**src/hdl/cobs_enc_pkg.sv**
```systemverilog
`timescale 1ns / 1ps
`default_nettype none
// ----------------------------------------------------------------------------
// COBS encoder package
// Shared types and constants for the COBS frame encoder.
// ----------------------------------------------------------------------------
package cobs_enc_pkg;

    localparam int unsigned MAX_MESSAGE = 254;
    localparam int unsigned MAX_WRITES  = 4;
    localparam int unsigned WR_IDX_W    = $clog2(MAX_WRITES);
    localparam int unsigned WR_CNT_W    = $clog2(MAX_WRITES + 1);

    localparam logic [7:0] RUN_START = 8'h01;
    localparam logic [7:0] RUN_FULL  = 8'hFF;
    localparam logic [8:0] FRAME_MAX = 9'd256;

    typedef enum logic {
        REG_APPEND_DELIM = 1'b0,
        REG_DELIM_VALUE  = 1'b1
    } t_reg_idx;

    typedef struct packed {
        logic [7:0] code_position;
        logic [7:0] run_code;
        logic [8:0] next_position;
        logic [7:0] bytes_taken;
        logic       overflow_seen;
    } t_state;

    localparam t_state STATE_RESET = '{
        code_position: 8'd0,
        run_code:      RUN_START,
        next_position: 9'd1,
        bytes_taken:   8'd0,
        overflow_seen: 1'b0
    };

    typedef struct packed {
        logic       append_delimiter;
        logic [7:0] delimiter_value;
    } t_cfg;

    typedef struct packed {
        logic [7:0] write_address;
        logic [7:0] write_byte;
        logic       frame_done;
        logic [8:0] frame_length;
        logic       too_long;
    } t_wr;

endpackage
`default_nettype wire

```
**src/hdl/cobs_frame_encoder.sv**
```systemverilog
`timescale 1ns / 1ps
`default_nettype none
// The writes of an item are first held in a pending store, then moved to the output register.
// Throughput: one item per cycle while each item causes at most one write and the output
// is not stalled; an item with several writes (up to three) holds the input, as there is
// a single write output, until its last write moves out; an item with no write does not hold it.
// Reset: synchronous, active low; clears the encoder state and pending writes and
// restores append_delimiter to 1 and delimiter_value to 0.
// ----------------------------------------------------------------------------
// COBS frame encoder
// Stuffs message bytes into a frame buffer through addressed writes, with an
// optional delimiter and frame length report at the end of each message.
// ----------------------------------------------------------------------------
module cobs_frame_encoder (
    input  logic        i_clk,
    input  logic        i_rst_n,
    // input channel
    input  logic        i_valid,
    output logic        o_stall,
    input  logic        i_has_byte,
    input  logic [7:0]  i_data_byte,
    input  logic        i_end_of_message,
    // output channel
    output logic        o_valid,
    input  logic        i_stall,
    output logic [7:0]  o_write_address,
    output logic [7:0]  o_write_byte,
    output logic        o_frame_done,
    output logic [8:0]  o_frame_length,
    output logic        o_too_long,
    // configuration port
    input  logic        psel,
    input  logic        penable,
    input  logic        pwrite,
    input  logic [2:0]  paddr,
    input  logic [31:0] pwdata,
    output logic [31:0] prdata,
    output logic        pready
);
    import cobs_enc_pkg::*;

    t_state               r_state;
    t_state               n_state;
    t_cfg                 r_cfg;
    t_wr                  r_ent [MAX_WRITES];
    t_wr                  n_ent [MAX_WRITES];
    logic [WR_CNT_W-1:0]  r_cnt;
    logic [WR_CNT_W-1:0]  n_cnt;
    logic [WR_IDX_W-1:0]  r_idx;
    logic                 r_ovalid;
    t_wr                  r_out;
    logic                 out_free;
    logic                 move;
    logic                 accept;
    t_reg_idx             reg_sel;

    cobs_enc_step u_step (
        .i_state          (r_state),
        .i_cfg            (r_cfg),
        .i_has_byte       (i_has_byte),
        .i_data_byte      (i_data_byte),
        .i_end_of_message (i_end_of_message),
        .o_state          (n_state),
        .o_wr             (n_ent),
        .o_count          (n_cnt)
    );

    assign out_free = !r_ovalid || !i_stall;
    assign move     = (r_cnt != '0) && out_free;
    assign o_stall  = (r_cnt > WR_CNT_W'(1)) || ((r_cnt == WR_CNT_W'(1)) && !out_free);
    assign accept   = i_valid && !o_stall;

    assign reg_sel  = t_reg_idx'(paddr[2]);
    assign pready   = 1'b1;

    always_comb begin
        unique case (reg_sel)
            REG_APPEND_DELIM: prdata = {31'd0, r_cfg.append_delimiter};
            REG_DELIM_VALUE:  prdata = {24'd0, r_cfg.delimiter_value};
            default:          prdata = '0;
        endcase
    end

    always_ff @(posedge i_clk) begin
        if (!i_rst_n) begin
            r_cfg.append_delimiter <= 1'b1;
            r_cfg.delimiter_value  <= 8'd0;
        end else if (psel && penable && pwrite && pready) begin
            unique case (reg_sel)
                REG_APPEND_DELIM: r_cfg.append_delimiter <= pwdata[0];
                REG_DELIM_VALUE:  r_cfg.delimiter_value  <= pwdata[7:0];
                default:          r_cfg                  <= r_cfg;
            endcase
        end
    end

    always_ff @(posedge i_clk) begin
        if (!i_rst_n) begin
            r_state  <= STATE_RESET;
            r_cnt    <= '0;
            r_idx    <= '0;
            r_ovalid <= 1'b0;
        end else begin
            if (accept) begin
                r_state <= n_state;
                r_cnt   <= n_cnt;
                r_idx   <= '0;
            end else if (move) begin
                r_cnt <= r_cnt - WR_CNT_W'(1);
                r_idx <= r_idx + WR_IDX_W'(1);
            end
            if (move) begin
                r_ovalid <= 1'b1;
            end else if (!i_stall) begin
                r_ovalid <= 1'b0;
            end
        end
    end

    always_ff @(posedge i_clk) begin
        if (accept) begin
            r_ent <= n_ent;
        end
        if (move) begin
            r_out <= r_ent[r_idx];
        end
    end

    assign o_valid         = r_ovalid;
    assign o_write_address = r_out.write_address;
    assign o_write_byte    = r_out.write_byte;
    assign o_frame_done    = r_out.frame_done;
    assign o_frame_length  = r_out.frame_length;
    assign o_too_long      = r_out.too_long;

endmodule
`default_nettype wire

```
**src/hdl/cobs_enc_step.sv**
```systemverilog
`timescale 1ns / 1ps
`default_nettype none
// ----------------------------------------------------------------------------
// COBS encoder step
// Computes the buffer writes and the next encoder state for one input item.
// ----------------------------------------------------------------------------
module cobs_enc_step (
    input  cobs_enc_pkg::t_state                    i_state,
    input  cobs_enc_pkg::t_cfg                      i_cfg,
    input  logic                                    i_has_byte,
    input  logic [7:0]                              i_data_byte,
    input  logic                                    i_end_of_message,
    output cobs_enc_pkg::t_state                    o_state,
    output cobs_enc_pkg::t_wr                       o_wr [cobs_enc_pkg::MAX_WRITES],
    output logic [cobs_enc_pkg::WR_CNT_W-1:0]       o_count
);
    import cobs_enc_pkg::*;

    function automatic t_wr mk_wr(input logic [7:0] addr, input logic [7:0] data,
                                  input logic done, input logic [8:0] len);
        t_wr w;
        w.write_address = addr;
        w.write_byte    = data;
        w.frame_done    = done;
        w.frame_length  = len;
        w.too_long      = 1'b0;
        return w;
    endfunction

    always_comb begin
        t_state                s;
        t_wr                   ent [MAX_WRITES];
        logic [WR_CNT_W-1:0]   cnt;
        logic                  taking;
        logic                  full_end;
        logic [8:0]            stuffed;
        logic [9:0]            len_w;
        logic [8:0]            len;
        logic                  ovf;

        s        = i_state;
        cnt      = '0;
        full_end = 1'b0;
        stuffed  = '0;
        len_w    = '0;
        len      = '0;
        for (int k = 0; k < MAX_WRITES; k++) begin
            ent[k] = '0;
        end

        taking = i_has_byte && (s.bytes_taken < 8'(MAX_MESSAGE));
        if (i_has_byte && !taking) begin
            s.overflow_seen = 1'b1;
        end

        if (taking) begin
            s.bytes_taken = s.bytes_taken + 8'd1;
            if (i_data_byte == 8'h00) begin
                ent[cnt[WR_IDX_W-1:0]] = mk_wr(s.code_position, s.run_code, 1'b0, 9'd0);
                cnt             = cnt + WR_CNT_W'(1);
                s.code_position = s.next_position[7:0];
                s.next_position = s.next_position + 9'd1;
                s.run_code      = RUN_START;
            end else begin
                ent[cnt[WR_IDX_W-1:0]] = mk_wr(s.next_position[7:0], i_data_byte,
                                               1'b0, 9'd0);
                cnt             = cnt + WR_CNT_W'(1);
                s.next_position = s.next_position + 9'd1;
                s.run_code      = s.run_code + 8'd1;
                if (s.run_code == RUN_FULL) begin
                    ent[cnt[WR_IDX_W-1:0]] = mk_wr(s.code_position, s.run_code,
                                                   1'b0, 9'd0);
                    cnt             = cnt + WR_CNT_W'(1);
                    s.code_position = s.next_position[7:0];
                    s.next_position = s.next_position + 9'd1;
                    s.run_code      = RUN_START;
                end
            end
        end

        ovf = s.overflow_seen;

        if (i_end_of_message) begin
            full_end = (s.run_code == RUN_START) &&
                       (s.next_position != ({1'b0, s.bytes_taken} + 9'd1));
            if (full_end) begin
                stuffed = {1'b0, s.code_position};
            end else if (s.next_position > FRAME_MAX) begin
                stuffed = FRAME_MAX;
            end else begin
                stuffed = s.next_position;
            end
            len_w = {1'b0, stuffed} + {9'd0, i_cfg.append_delimiter};
            len   = (len_w > {1'b0, FRAME_MAX}) ? FRAME_MAX : len_w[8:0];

            if (!full_end) begin
                if (i_cfg.append_delimiter) begin
                    ent[cnt[WR_IDX_W-1:0]] = mk_wr(s.code_position, s.run_code,
                                                   1'b0, 9'd0);
                end else begin
                    ent[cnt[WR_IDX_W-1:0]] = mk_wr(s.code_position, s.run_code,
                                                   1'b1, len);
                end
                cnt = cnt + WR_CNT_W'(1);
            end
            if (i_cfg.append_delimiter) begin
                ent[cnt[WR_IDX_W-1:0]] = mk_wr(stuffed[7:0], i_cfg.delimiter_value,
                                               1'b1, len);
                cnt = cnt + WR_CNT_W'(1);
            end else if (full_end) begin
                ent[cnt[WR_IDX_W-1:0]] = mk_wr(s.code_position + 8'd1, RUN_FULL,
                                               1'b1, len);
                cnt = cnt + WR_CNT_W'(1);
            end
            s = STATE_RESET;
        end

        for (int k = 0; k < MAX_WRITES; k++) begin
            ent[k].too_long = ovf;
            o_wr[k]         = ent[k];
        end
        o_state = s;
        o_count = cnt;
    end

endmodule
`default_nettype wire

```
**config.mk**
```make
export PLATFORM = sky130hd
export DESIGN_NAME = cobs_frame_encoder
export DESIGN_NICKNAME = d
export VERILOG_FILES = /design/src/hdl/cobs_enc_pkg.sv /design/src/hdl/cobs_frame_encoder.sv /design/src/hdl/cobs_enc_step.sv
export SDC_FILE = /design/constraint.sdc
export NUM_CORES = 1
export LEC_CHECK = 0
export ABC_AREA = 1
export BUFFER_PORTS_ARGS = -buffer_cell sky130_fd_sc_hd__buf_2
export CAP_MARGIN = 0
export CORE_MARGIN = 4
export CORE_UTILIZATION = 30
export CTS_BUF_LIST = sky130_fd_sc_hd__clkbuf_4
export CTS_CLUSTER_SIZE = 24
export DETAILED_ROUTE_END_ITERATION = 8
export GPL_TIMING_DRIVEN = 0
export PLACE_DENSITY_LB_ADDON = 0.25
export RECOVER_POWER = 100
export SLEW_MARGIN = 10
export SYNTH_ARGS = -nofsm -noshare
export SYNTH_HDL_FRONTEND = slang
export SYNTH_HIERARCHICAL = 1
export SYNTH_SLANG_ARGS = --single-unit
```
**constraint.sdc**
```tcl
create_clock -name i_clk -period 5.3 [get_ports i_clk]
set_input_delay 0.795 -clock i_clk [delete_from_list [all_inputs] [get_ports i_clk]]
set_output_delay 0.795 -clock i_clk [all_outputs]
set_load 0.01 [all_outputs]
```
==> qor.yml, run 1 <==
status: "finished with violations"
violations: "capacitance limit, slew limit"
totalPowerFinal_uw: 5645
setup_viol: 0
vdd_drop_max_mv: 0.2354
grt_pass1_vias: 11314
viasPerCell: 5.092
coreArea_um2: 40920
seq_area_frac_synth_pct: 40.46
cap_violations: 1
dr_wl_met3_um: 2743
grt_max_degree: 118
pin_count: 114
tightest_slew_ns: 2.911
synth_edf_count: 135
wl_per_cell_um: 18.96
initial_utilization_pct: 30.41
fin_crit_ns: 5.060
relSlewSlack_pct: -94.07
htree_levels: 4
path_class: "register to register"
cp_data_required_time_ns: 5.70
worstPathMaxFanout: 10
wl_met1_um: 19000
crit_top_cell: "nand2_1"
hold_viol: 0
critPathSlowestCell: "dfxtp_1"
cts_root_buf: "clkbuf_4"
path_buf_inv: 5
nets: 1815
crit_arrival_ns: 5.46
rsz0062_at_grt: "false"
skew_ns: 0.04217
path_delay_family: "simple AND/OR/NAND/NOR gates"
startpoint_type: "register"
wl_met2_um: 20280
port-buffer-count: 62
routed_wl_um: 43370
gr-total-overflow: 0
fin_crit_sh_pct: 95.47
fp-row-count: 74
gp_congestion: 0.9645
drv_slew: 118
syn-cell-area_um2: 12440
cp_slowest_stage_delay_ns: 0.43
ys_warn_count: 6
die_x_um: 211.7
ys_seq_elements: 184
hold_buffers: 0
fill_cells: 4455
max_freq_ghz: 0.1976
synthDistinctLibCells: 61
top_layer: "met5"
insertion_delay_ns: 0.65
vias: 11650
cts_buffer_depth: 2
die_h_um: 211.7
async_flop_share_pct: 0
drc: 0
fin_setup_tns_ns: 0
die_area_um2: 44800
antenna_left: 0
grt_antenna_before_repair: 2
power_density_nw_per_um2: 410.8
post-route-util_pct: 33.58
drive_above_1_share_pct: 13.73
synthFlopType: "edfxtp_1"
hold_slack_ns: 0.3691
drtIter0Drc: 1020
area_delta_synth_final_pct: 10.43
path_clk_slew_ns: 0.17
hpwlAfterDp_um: 33540
track_usage_pct: 19.40
grt_pass1_wl_um: 66990
power_leakage_uw: 0.005515
cts_made_buffers: 17
cts_sinks: 184
synth_area_per_cell_um2: 7.611
first_pass_iters: 5
cts_tree: "done"
synth_cells: 1635
hp-class: "input pin to register"
end_kind: "register"
-- power by group --
part	total [uW]	internal, uW	switching [uW]
Combinational	2500	688	1810
Sequential	2360	2220	137
Clock	784	249	535
-- metal layers --
metal	GRT usage [%]	vias to the layer above
met5	0	-
met4	6.708	2
met3	3.216	70
met2	31.79	381
met1	26.07	5484
li1	-	5713
-- cells in the mapped netlist (10+ instances only) --
| cell type | number | area (um^2) |
|---|---|---|
| nand2_1 | 333 | 1250 |
| nor2_1 | 228 | 855.8 |
| inv_1 | 157 | 589.3 |
| o21ai_0 | 150 | 750.7 |
| edfxtp_1 | 135 | 4054 |
| nand3_1 | 77 | 385.4 |
| a21oi_1 | 50 | 250.2 |
| dfxtp_1 | 49 | 980.9 |
| clkbuf_1 | 46 | 172.7 |
| o22ai_1 | 46 | 287.8 |
| nand2_2 | 38 | 237.7 |
| buf_4 | 28 | 210.2 |
| ha_1 | 21 | 262.8 |
| a221oi_1 | 20 | 175.2 |
| nand4_1 | 20 | 125.1 |
| o21ai_1 | 19 | 95.09 |
| inv_2 | 18 | 67.56 |
| o211ai_1 | 17 | 127.6 |
| a22oi_1 | 16 | 120.1 |
| xor2_1 | 15 | 131.4 |
| buf_2 | 14 | 70.07 |
| a21oi_2 | 10 | 87.58 |
| nand2_4 | 10 | 112.6 |
-- path summary, 6_finish.rpt --
kind                                               from  depth (start not counted)                 endpoint  slack (ns)
worst max-delay path            r_state[9]$_SDFFE_PN1P_                         26      r_ent[25]$_DFFE_PP_        0.24
worst min-delay path                          pwdata[3]                          3    r_cfg[3]$_SDFFE_PN0P_        0.37
worst max register to register  r_state[9]$_SDFFE_PN1P_                         26      r_ent[25]$_DFFE_PP_        0.24
worst min register to register  r_state[0]$_SDFFE_PN0P_                          2  r_state[0]$_SDFFE_PN0P_        0.48
-- through the flow --
stage / setup WS [ns] / std cells / instance area (um^2)
after floorplan: 1.110 / 1658 / 12530
after global placement: -0.6043 / 2252 / 13510
after detailed placement: -0.5363 / 2253 / 13510
after CTS: 0.02467 / 2285 / 13780
after global routing: 0.01475 / 2288 / 13740
final: 0.2400 / 2288 / 13740
-- worst min-delay path: stages --
cell and delay, ns:
buf_2 0.08, nor2_1 0.03, nor2_1 0.08
-- cell usage in the layout, fill, tap and decap left out, drive strengths merged, types with 23 or more instances in the layout --
cell type    n
dfxtp       49
nand3       86
o22ai       46
edfxtp     135
buf         76
o21ai      176
a221oi      23
conb        25
inv        179
nor2       245
a21oi       61
clkbuf     112
nand2      382
-- state kept, by name (all words and copies together) (netlist names) --
register	cells
o_frame_done	1
o_frame_length	9
o_too_long	1
o_valid	1
o_write_address	8
o_write_byte	8
r_cfg	9
r_cnt	3
r_ent	108
r_idx	2
r_state	34
-- repair_timing --
| action | 4_1_cts | 5_1_grt |
|---|---|---|
| setup endpoints to repair | 11 | 95 |
| resized for setup | 3 | 27 |
| hold endpoints to repair | 0 | 0 |
| pin swaps | 0 | 1 |
| buffers inserted | 0 | 2 |
-- area by class of cell --
type | count | area, um^2 | share of cell area [%]
tap | 532 | 665.6 | 4.844
timing repair buffer | 65 | 280.3 | 2.040
clock inverter | 13 | 120.1 | 0.8741
multi-input combinational | 1189 | 6223 | 45.29
clock buffer | 19 | 142.6 | 1.038
buffer | 104 | 584.3 | 4.252
antenna | 1 | 2.502 | 0.01821
inverter | 181 | 680.7 | 4.953
sequential | 184 | 5042 | 36.69
-- cell families (layout without fill, tap and decap cells) --
family	after synthesis	after routing	share of synthesized area [%]
buf+inv	285	382	10.18
fa+ha+maj	21	21	2.111
compound gates	376	376	18.65
flops	184	184	40.46
simple gates	749	749	27.28
other cells	2	26	0.06035
xor+xnor	18	18	1.267
Note: power is estimated with default switching activity, not from simulation.
==> inputs of run 2 (changes only) <==
--- a/config.mk
+++ b/config.mk
@@ -14,7 +14,7 @@
 export CTS_CLUSTER_SIZE = 24
 export DETAILED_ROUTE_END_ITERATION = 8
 export GPL_TIMING_DRIVEN = 0
-export PLACE_DENSITY_LB_ADDON = 0.25
+export PLACE_DENSITY = 0.47
 export RECOVER_POWER = 100
 export SLEW_MARGIN = 10
 export SYNTH_ARGS = -nofsm -noshare
==> qor.yml, run 2 (same netlist as run 1, synthesis figures left out) <==
switching_share_pct: 44.45  # +0.44 points
min-delay-start: "pwdata[1]"
crit_end: "r_cnt[2]$_SDFFE_PN0P_"
layout_commonest_cell: "nand2_1"
r2r_end: "r_cnt[2]$_SDFFE_PN0P_"
pre_cts_ws_ns: -0.6499  # -0.1136 ns
power_density_nw_per_um2: 408.9  # -0.46%
hp-class: "input pin to register"
critPathSlowestCell: "dfxtp_2"
grt_antenna_before_repair: 1  # -1
routed_wl_um: 44520  # +2.7%
crit_start: "r_state[19]$_SDFFE_PN0P_"
initial_utilization_pct: 30.41  # unchanged
path_delay_family: "simple AND/OR/NAND/NOR gates"
crit_arrival_ns: 5.60  # +0.14 ns
placedInstanceArea_um2: 13510  # unchanged
drtIter0Drc: 879  # -14%
clock_power_share_pct: 13.0  # -0.9 points
cp.depth: 28  # +7.7%
grt_pass1_wl_um: 67920  # +1.4%
drc: 0  # unchanged
end_kind: "register"
setup_viol: 0  # unchanged
power_leakage_uw: 0.005500  # -0.27%
hpwlAfterDp_um: 34490  # +2.8%
path_clk_slew_ns: 0.16  # about the same
coreArea_um2: 40920  # unchanged
htree_levels: 4  # unchanged
final_cell_mix: "335 x nand2_1, 227 x nor2_1, 158 x inv_1"
place_inst: 2253  # unchanged
die_x_um: 211.7  # unchanged
path_buf_inv: 7  # +2
largest_register_ffs: 108  # unchanged
insertion_delay_ns: 0.67  # +0.02 ns
violations: "capacitance limit, slew limit"
antenna_left: 0  # unchanged
cts_buffer_depth: 2  # unchanged
cts_sinks: 184  # unchanged
viasPerCell: 5.055  # -0.72%
p_sw_uw: 2489  # +0.18%
crit_top_cell: "nand2_1"
max_freq_ghz: 0.2008  # +1.6%
fp-row-count: 74  # unchanged
grt_max_degree: 118  # unchanged
hold_buffers: 0  # unchanged
p_int_uw: 3111  # -1.6%
p_seq_share_pct: 42.1  # +0.3 points
vdd_drop_max_mv: 0.3093  # +31%
seqCellArea_um2: 5045  # about the same
fin_setup_tns_ns: 0  # unchanged
worstPathMaxFanout: 10  # unchanged
cp_data_required_time_ns: 5.92  # +0.22 ns
status: "finished with violations"
gr-total-overflow: 0  # unchanged
first_pass_iters: 6  # +1
tightest_slew_ns: 2.959  # +0.04843 ns
startpoint_type: "register"
fin_area_um2: 13690  # -0.35%
cp_slowest_stage_delay_ns: 0.46  # +0.03 ns
cts_made_buffers: 17  # unchanged
top_register: "r_ent"
area_delta_synth_final_pct: 10.04
nets: 1813  # -0.11%
track_usage_pct: 19.82  # +0.42 points
pin_count: 114  # unchanged
relSlewSlack_pct: -97.30  # -3.2 points
wl_per_cell_um: 19.48  # +2.8%
post-route-util_pct: 33.46  # -0.12 points
path_class: "register to register"
fill_cells: 4544  # +2.0%
vias: 11551  # -0.85%
top_regs: "r_ent (108), r_state (34)"
cap_violations: 1  # unchanged
r2r-start: "r_state[19]$_SDFFE_PN0P_"
fin_cells: 2285  # -0.13%
cts_root_buf: "clkbuf_4"
hold_viol: 0  # unchanged
rsz0062_at_grt: "false"
gp_congestion: 0.9641  # about the same
fin_crit_ns: 4.981  # -0.07927 ns
cts_tree: "done"
drv_slew: 118  # unchanged
fin_crit_sh_pct: 93.98  # -1.5 points
setup_slack_ns: 0.3193  # +0.07927 ns
p_comb_share_pct: 44.9  # +0.6 points
port-buffer-count: 62  # unchanged
multiInputGateArea_um2: 6223  # unchanged
reg2reg_depth: 28  # +7.7%
grt_pass1_vias: 11091  # -2.0%
skew_ns: 0.04100  # -0.001170 ns
die_area_um2: 44800  # unchanged
drive_above_1_share_pct: 13.30  # -0.43 points
ff2ff_setup_slack_ns: 0.32  # +0.08 ns
die_h_um: 211.7  # unchanged
run 2: cell count changes in the layout (fill, tap and decap cells not counted), moves of 2 or more:
cell      previous run  this run
o21ai_0            155       153
buf_4               28        25
clkbuf_1            84        86
clkbuf_4            21        24
o21ai_1             12        14
inv_8                2         0
clkinv_2             2         0
nand2_2             40        38
run 2: per-stage QoR:
stage	hold WS [ns]	total power [uW]
after floorplan	0.4435	4022
after global placement	0.4550	4924
after detailed placement	0.4666	4935
after CTS	0.2588	5672
after global routing	0.3072	6004
final	0.3391	5600
run 2: final cells by class:
cell class              count  area share [%]
diodes                      1         0.01827
repair buffers             63           1.937
flip-flops and latches    184           36.84
multi-input cells        1189           45.45
clock buffers              21           1.151
plain buffers             104           4.258
well taps                 532           4.861
inverters                 181           4.970
clock inverters            10          0.5208
run 2: worst min path at each step:
stage,slack [ns],to,depth (start not counted)
floorplan,0.44,r_state[0]$_SDFFE_PN0P_,2
global placement,0.45,r_state[0]$_SDFFE_PN0P_,2
detailed placement,0.47,r_state[0]$_SDFFE_PN0P_,2
CTS,0.26,r_cfg[1]$_SDFFE_PN0P_,3
global route,0.31,r_cfg[1]$_SDFFE_PN0P_,3
finish,0.34,r_cfg[1]$_SDFFE_PN0P_,3
run 2: routing by layer:
metal | track usage [%] | up-vias | part of all wire, %
met5 | 0 | - | 0
met1 | 27.05 | 5501 | 46
met4 | 5.598 | 0 | 2.0
met3 | 2.401 | 49 | 4.7
met2 | 33.26 | 291 | 47
li1 | - | 5710 | -
run 2: power by group through the flow:
| stage | clock [uW] | sequential, uW | combinational, uW |
|---|---|---|---|
| 2_1_floorplan | 0 | 2390 | 1640 |
| 3_3_place_gp | 0 | 2360 | 2570 |
| 3_5_place_dp | 0 | 2360 | 2570 |
| 4_1_cts | 764 | 2330 | 2580 |
| 5_1_grt | 809 | 2410 | 2790 |
| 6_report | 727 | 2360 | 2510 |
run 2: timing repair:
item                                    CTS  global route
gates resized for setup                   3            27
pin swaps                                 0             0
setup buffers                             0             0
endpoints found under the setup margin   10            96
run 2: tightest hold or removal path, delay by kind of cell:
| kind | cells | cell delay [ns] |
|---|---|---|
| buffers and inverters | 1 | 0.07 |
| and+or+nand+nor | 2 | 0.12 |
